`src/design/gyro_median_ema_smoother_top_assert.svh`:
```
// assertion macros for the gyro smoother
// all macros sample on clk_i and are disabled while rst_ni is low
`ifndef GYRO_MEDIAN_EMA_SMOOTHER_TOP_ASSERT_SVH
`define GYRO_MEDIAN_EMA_SMOOTHER_TOP_ASSERT_SVH

// condition holds at every edge
`define GME_CHECK(lbl, cond, msg) \
  lbl: assert property (@(posedge clk_i) disable iff (!rst_ni) (cond)) else $error(msg);

// consequent holds in the same cycle as the antecedent
`define GME_IMPLY(lbl, ante, cons, msg) \
  lbl: assert property (@(posedge clk_i) disable iff (!rst_ni) (ante) |-> (cons)) \
    else $error(msg);

// consequent holds in the cycle after the antecedent
`define GME_NEXT(lbl, ante, cons, msg) \
  lbl: assert property (@(posedge clk_i) disable iff (!rst_ni) (ante) |=> (cons)) \
    else $error(msg);

`endif

```
`src/design/gme_pkg.sv`:
```
package gme_pkg;

  // fixed field widths of the stream words
  localparam int unsigned AXES        = 3;
  localparam int unsigned FIELD_W     = 32;
  localparam int unsigned ALPHA_W     = 16;
  localparam int unsigned FRAC_BITS   = 16;
  localparam logic [ALPHA_W-1:0] ALPHA_RESET = 16'd6554;

  // per-word control from the top to every axis lane
  typedef struct packed {
    logic shift;   // new sample enters the history
    logic load;    // median register takes a new value
    logic ema;     // median moves into the smoothing stage
    logic first;   // no result given yet, median passes through
  } gme_ctrl_t;

endpackage

```
`src/design/gme_lane.sv`:
```
module gme_lane #(
  parameter int unsigned WINDOW      = 3,
  parameter int unsigned SAMPLE_BITS = 32
) (
  input  logic                                   clk_i,
  input  gme_pkg::gme_ctrl_t                     ctrl_i,
  input  logic signed [gme_pkg::FIELD_W-1:0]     sample_i,
  input  logic        [gme_pkg::ALPHA_W-1:0]     alpha_i,
  output logic signed [gme_pkg::FIELD_W-1:0]     smooth_o
);
  import gme_pkg::*;

  localparam int unsigned HIST = WINDOW - 1;
  localparam int unsigned RW   = $clog2(WINDOW);
  localparam logic [RW-1:0] MID = RW'(WINDOW / 2);
  localparam int unsigned PW   = SAMPLE_BITS + ALPHA_W + 2;

  logic signed [SAMPLE_BITS-1:0] cur;
  logic signed [SAMPLE_BITS-1:0] hist_q [HIST];
  logic signed [SAMPLE_BITS-1:0] elem   [WINDOW];
  logic        [RW-1:0]          rank   [WINDOW];
  logic signed [SAMPLE_BITS-1:0] med_d, med_q;
  logic signed [SAMPLE_BITS-1:0] prev_d, prev_q;
  logic signed [SAMPLE_BITS:0]   diff;
  logic signed [PW-1:0]          prod;
  logic signed [SAMPLE_BITS+1:0] sum;

  // wrap or sign-extend the raw sample to the working width
  assign cur = SAMPLE_BITS'(sample_i);

  // history shift line, oldest at index 0
  always_ff @(posedge clk_i) begin
    if (ctrl_i.shift) begin
      for (int i = 0; i < HIST - 1; i++) begin
        hist_q[i] <= hist_q[i+1];
      end
      hist_q[HIST-1] <= cur;
    end
  end

  // stable rank of every window element, ties broken by position
  always_comb begin
    for (int i = 0; i < HIST; i++) begin
      elem[i] = hist_q[i];
    end
    elem[WINDOW-1] = cur;
    for (int i = 0; i < WINDOW; i++) begin
      rank[i] = '0;
      for (int j = 0; j < WINDOW; j++) begin
        if (j != i) begin
          if ((elem[j] < elem[i]) || ((j < i) && (elem[j] == elem[i]))) begin
            rank[i] = rank[i] + RW'(1);
          end
        end
      end
    end
    med_d = '0;
    for (int i = 0; i < WINDOW; i++) begin
      if (rank[i] == MID) begin
        med_d = elem[i];
      end
    end
  end

  always_ff @(posedge clk_i) begin
    if (ctrl_i.load) begin
      med_q <= med_d;
    end
  end

  // ema step: prev + floor(alpha * (med - prev) / 2^16)
  assign diff = (SAMPLE_BITS+1)'(med_q) - (SAMPLE_BITS+1)'(prev_q);
  assign prod = PW'(diff) * PW'($signed({1'b0, alpha_i}));
  assign sum  = (SAMPLE_BITS+2)'(prev_q) + prod[FRAC_BITS +: SAMPLE_BITS+2];

  always_comb begin
    if (ctrl_i.first) begin
      prev_d = med_q;
    end else begin
      prev_d = sum[SAMPLE_BITS-1:0];
    end
  end

  // smoothed value doubles as this lane's output register
  always_ff @(posedge clk_i) begin
    if (ctrl_i.ema) begin
      prev_q <= prev_d;
    end
  end

  assign smooth_o = FIELD_W'(prev_q);

endmodule

```
`config.mk`:
```
export PLATFORM = sky130hd
export DESIGN_NAME = gme_lane
export DESIGN_NICKNAME = d
export VERILOG_FILES = /design/src/design/gyro_median_ema_smoother_top_assert.svh /design/src/design/gme_pkg.sv /design/src/design/gme_lane.sv
export SDC_FILE = /design/constraint.sdc
export NUM_CORES = 2
export LEC_CHECK = 0
export ABC_AREA = 1
export BUFFER_PORTS_ARGS = -buffer_cell sky130_fd_sc_hd__buf_2
export CORE_MARGIN = 3
export CORE_UTILIZATION = 41
export CTS_BUF_LIST = sky130_fd_sc_hd__clkbuf_4
export DETAILED_ROUTE_END_ITERATION = 8
export PLACE_DENSITY = 0.67
export RECOVER_POWER = 100
export SYNTH_ARGS = -nofsm -noshare
export SYNTH_HDL_FRONTEND = slang
export SYNTH_SLANG_ARGS = --single-unit
```
`constraint.sdc`:
```
create_clock -name clk_i -period 15.6 [get_ports clk_i]
set_input_delay 3.12 -clock clk_i [delete_from_list [all_inputs] [get_ports clk_i]]
set_output_delay 3.12 -clock clk_i [all_outputs]
set_load 0.02 [all_outputs]
```
### Word level (Yosys, flattened, before mapping)

Memory sizes are Yosys's and may differ from the RTL's.
Cells that the tools add are included.

* flip-flop bits (word level): 64
* bits in writable memories: 64
* input port bits: 53
* output and inout bits: 32
* logic and storage cells: 36
* memories kept: 1

* $add $sub $neg: 5
* multipliers: 1
* $lt $le $gt $ge: 6
* equal/unequal tests: 6
* mux-type cells: 12
* reductions and logical operators: 3

Memory list
* hist_q: depth 2, bits a word 32, rd ports 2, clocked after memory_dff 0, write ports 2, line gme_lane.sv:19 `logic signed [SAMPLE_BITS-1:0] hist_q [HIST];`

Operators by type and width (number)
* < comparator 32 bit: 6
* two-way mux 32 bit: 4
* == test 32 bit: 3
* multiplier 33 x 17 -> 48 bit: 1
* subtractor 32 x 32 -> 33 bit: 1
* adder 32 bit: 1
* adder 2 x 1 -> 2 bit (second input constant): 3
* == test 2 x 1 -> 1 bit (second input constant): 3
* two-way mux 2 bit: 3
* two-way mux 1 bit: 5
* logical OR 1 bit: 3

### Longest topological paths before layout

An unclocked memory read counts as a cell.

* word-level depth: 9
* depth in mapped cells: 50
* depth with buffers taken out: 49

### Worst setup path before layout

No wires, ideal clock.

* kind: input to register
* from: input alpha_i[8] (netlist bit)
* to: register prev_q[28] (netlist: smooth_o[28]), data pin
* library setup time: 254 ps
* data arrival time: 9738 ps
* required time: 15346 ps
* path slack: 5609 ps
* stages: 34
* buffers on the path: 2
* path through: clkbuf_1 > clkbuf_1 > nand2_1 > fa_1 > inv_1 > fa_1 > inv_1 > fa_1 > fa_1 > inv_1 > fa_1 > inv_1 > fa_1 > inv_1 > ha_1 > nand2_1 > nor2_1 > inv_1 > o21ai_0 > a21oi_1 > o21ai_0 > a21oi_1 > xnor2_1 > ha_1 > nand2_1 > nor4_1 > nand2_1 > o211ai_1 > a21o_1 > nand2_1 > nand2_1 > nand2_1 > nand3_1 > nand2_1

* cells in the longest elaborated chain, start to end: 3

RTL lines
* start: declaration: line gme_lane.sv:8 `input logic [gme_pkg::ALPHA_W-1:0] alpha_i,`
* multiplier 33 x 17 -> 48 bit: line gme_lane.sv:73 `assign prod = PW'(diff) * PW'($signed({1'b0, alpha_i}));`
* adder 32 bit: line gme_lane.sv:74 `assign sum = (SAMPLE_BITS+2)'(prev_q) + prod[FRAC_BITS +: SAMPLE_BITS+2];`
* two-way mux 32 bit: line gme_lane.sv:77 `if (ctrl_i.first) begin`
* via prev_d[28]: line gme_lane.sv:23 `logic signed [SAMPLE_BITS-1:0] prev_d, prev_q;`
* end signal: assignment: line gme_lane.sv:87 `prev_q <= prev_d;`
* end: declaration: line gme_lane.sv:23

The timed path passes the listed nets, and every way through them passes these cells.
A chain may end at the register's enable or synchronous reset.

### Worst setup path after layout

* from: input alpha_i[2] (netlist bit)
* to: register prev_q[31] (netlist: smooth_o[31]), data pin

The elaborated chain is that of the path after synthesis.

==> flow_summary.ini <==
[final_layout]
finish.net_count = 4593
final_cell_area_sq_um = 31100
fillerInstances = 7060
stdcell_count = 4728
final_layout_size_suffix_gt1_share_pct = 4.07
syn_to_final_growth_pct = 5.17

[clock_network]
clk_latency_ns = 0.56
cts_tree = done
cts_sinks = 128
clkSlewWorstSetupHoldPaths_ns = 0.13
h-tree-depth = 4
cts.repair.resized = 0
root_buffer = sky130_fd_sc_hd__clkbuf_4
ctsLongestPathBuffers = 2
cts_setup_buffers = 0
numCtsBuffers = 17
holdBufCountCts = 0

[route]
drtIter0Drc = 1574
vias = 24200
wirelength_met1_mm = 35.9
met3RoutedLength_mm = 6.68
route.detailed.wl_per_inst_microns = 17.9
post-route-drc-count = 0
route.final.wire_length_mm = 84.7
total_length_of_routed_met2_wires_mm = 40.0
ant_nets = 0
dr.pass1.iters = 5
vias_per_cell = 5.13
highest_layer = met5

[sta]
worst_slew_margin_rel_pct = -148
finalMaxSlewViolations = 131
worst_pin_slew_ns = 3.72
final-setup-viol-count = 0
final.setup_skew_ns = 0.0222
min_period_ns = 11.90
setup_repair_after_global_routing_missed_its_margin = false
totalNegativeSetupSlack_ns = 0
fmax_mhz = 84.1
fin_hold_ws_ns = 0.494
final_hold_viol_count = 0
crit_share_post_route_pct = 76.3

[hold_path]
timing.hold.worst.start = hist_q[0][46]
worstHoldPathType = reg2reg
worstHoldEndpoint = hist_q[0][14]
cell_depth_of_the_worst_hold_path = 0

[flow_run]
drv_cap = 3

[synth]
synth.distinct_cells = 58
syn_area_sq_um = 29600
synth_ff_type = sky130_fd_sc_hd__edfxtp_1
yosysTopAreaCellShare_pct = 33.2
synth_top_area_cell = sky130_fd_sc_hd__fa_1
yosys_register_bits = 128
share_of_the_yosys_chip_area_belonging_to_registers_pct = 13.0
synth-edff-count = 128
synth.top_cells.by_count = sky130_fd_sc_hd__inv_1 (858), sky130_fd_sc_hd__nand2_1 (705), sky130_fd_sc_hd__fa_1 (491)
syn-mean-instance-area_sq_um = 7.90
syn_nets = 4563
netlist_top_cells_area = sky130_fd_sc_hd__fa_1 (33%), sky130_fd_sc_hd__edfxtp_1 (13%), sky130_fd_sc_hd__ha_1 (12%), sky130_fd_sc_hd__inv_1 (11%), sky130_fd_sc_hd__nand2_1 (8.9%)
synth_cells = 3743
yosys_warnings = 0
ys_async_sr_fraction_pct = 0
synth.most_common_cell = sky130_fd_sc_hd__inv_1

[die]
design.die.area_sq_um = 75400
floorplan.io_pins = 85
core_region_area_sq_um = 70800
chipHeight_microns = 275
die-width_microns = 275
initial_utilization_pct = 41.8
rows = 97

[worst_setup_path]
timing.reg2reg.setup_slack_ns = 5.02
buffering_stage_count_on_the_worst_path_with_inverters_included = 9
crit_path_max_fanout = 19
wp_data_required_ns = 15.92
worstReg2RegStart = smooth_o[5]
cp_common_cell = sky130_fd_sc_hd__inv_1
cp_top_family = adder cells
r2r.worst_path.cells = 41
worst_path_max_delay_cell = sky130_fd_sc_hd__clkinv_1
critPathLaunchType = primary input
cp_arrival_ns = 12.21
rr_endpoint = smooth_o[20]
crit_path_end_kind = flip-flop
worstSetupPathType = in2reg
max_stage_delay_ns = 1.00

[global_route]
grt_first_pass_wirelength_mm = 138
global_route.overflow_total = 0
antenna_found_initial = 2
global_route.usage.total_pct = 23.3
grt_max_degree = 65
grt_pass1_vias = 25600

[placed_design]
dpl.hpwl_mm = 70.7
port_buffers = 84
dp_cells = 4694
last_weighted_congestion_value_of_the_routability_driven_placer = 0.950
placed_area_sq_um = 30900

[outcome]
outcome = complete, but fails checks
violations = max-capacitance violations, max-slew violations
==> stage by stage <==
| step | utilization (%) | worst slack, ns |
|---|---|---|
| after global routing | 44.0 | 3.25 |
| after floorplan | - | 5.61 |
| after CTS | 44.1 | 4.48 |
| final | 44.0 | 3.70 |
| after global placement | 43.7 | 3.81 |
| after detailed placement | 43.7 | 3.88 |
==> cells by family after synthesis <==
| logic type | after synthesis | synth area share (%) |
|---|---|---|
| xor+xnor | 59 | 2.05 |
| flops | 128 | 13.0 |
| fa+ha+maj | 767 | 44.9 |
| buf+inv | 960 | 12.5 |
| simple gates | 1480 | 20.9 |
| compound gates | 349 | 6.69 |
==> worst max-delay path by stage <==
stage | depth (start not counted) | end | startpoint
floorplan | 34 | smooth_o[28] | alpha_i[8]
global placement | 30 | smooth_o[29] | alpha_i[5]
detailed placement | 30 | smooth_o[29] | alpha_i[5]
CTS | 30 | smooth_o[29] | alpha_i[5]
global route | 34 | smooth_o[30] | alpha_i[2]
finish | 32 | smooth_o[31] | alpha_i[2]
==> final cells by class <==
type                       instances  area, sq um  area share [%]
clock inverter                    15          149           0.479
antenna                            2         5.00          0.0161
tap                              940         1180            3.78
clock buffer                      17          128           0.410
inverter                         866         3250            10.5
sequential                       128         3840            12.4
multi-input combinational       2655        22100            70.9
timing repair buffer             105          490            1.58
==> layout by cell type, fill, tap and decap left out, drive strengths merged, types with 2 or more instances in the layout <==
cell type  count
nor2         410
xor2          33
diode          2
ha           276
a221oi         2
nand3        240
clkinv        10
buf           37
fa           491
nor3          19
and2           3
a31o           3
or2           56
o21bai         7
o22a           2
xnor2         26
and3           3
a21o          20
nor4          15
o21a          13
o21ai         99
a21boi         5
clkbuf        85
nand4         12
o211ai         5
nand2        716
nor3b          3
edfxtp       128
nand3b         2
a31oi          7
a21oi        181
inv          869
==> metal layers <==
metal  vias to the layer above  track usage [%]
met5                         -                0
met4                         2             5.95
met3                       108             4.63
met2                       855             38.9
met1                     11800             31.1
li1                      11500                -
==> registers in the layout, indices dropped and copies added (netlist names) <==
| register | flops |
|---|---|
| med_q | 32 |
| smooth_o | 32 |
| hist_q | 64 |
Power is not shown: default switching activity piles up to over one toggle a cycle in this logic, so the estimate is an artifact.
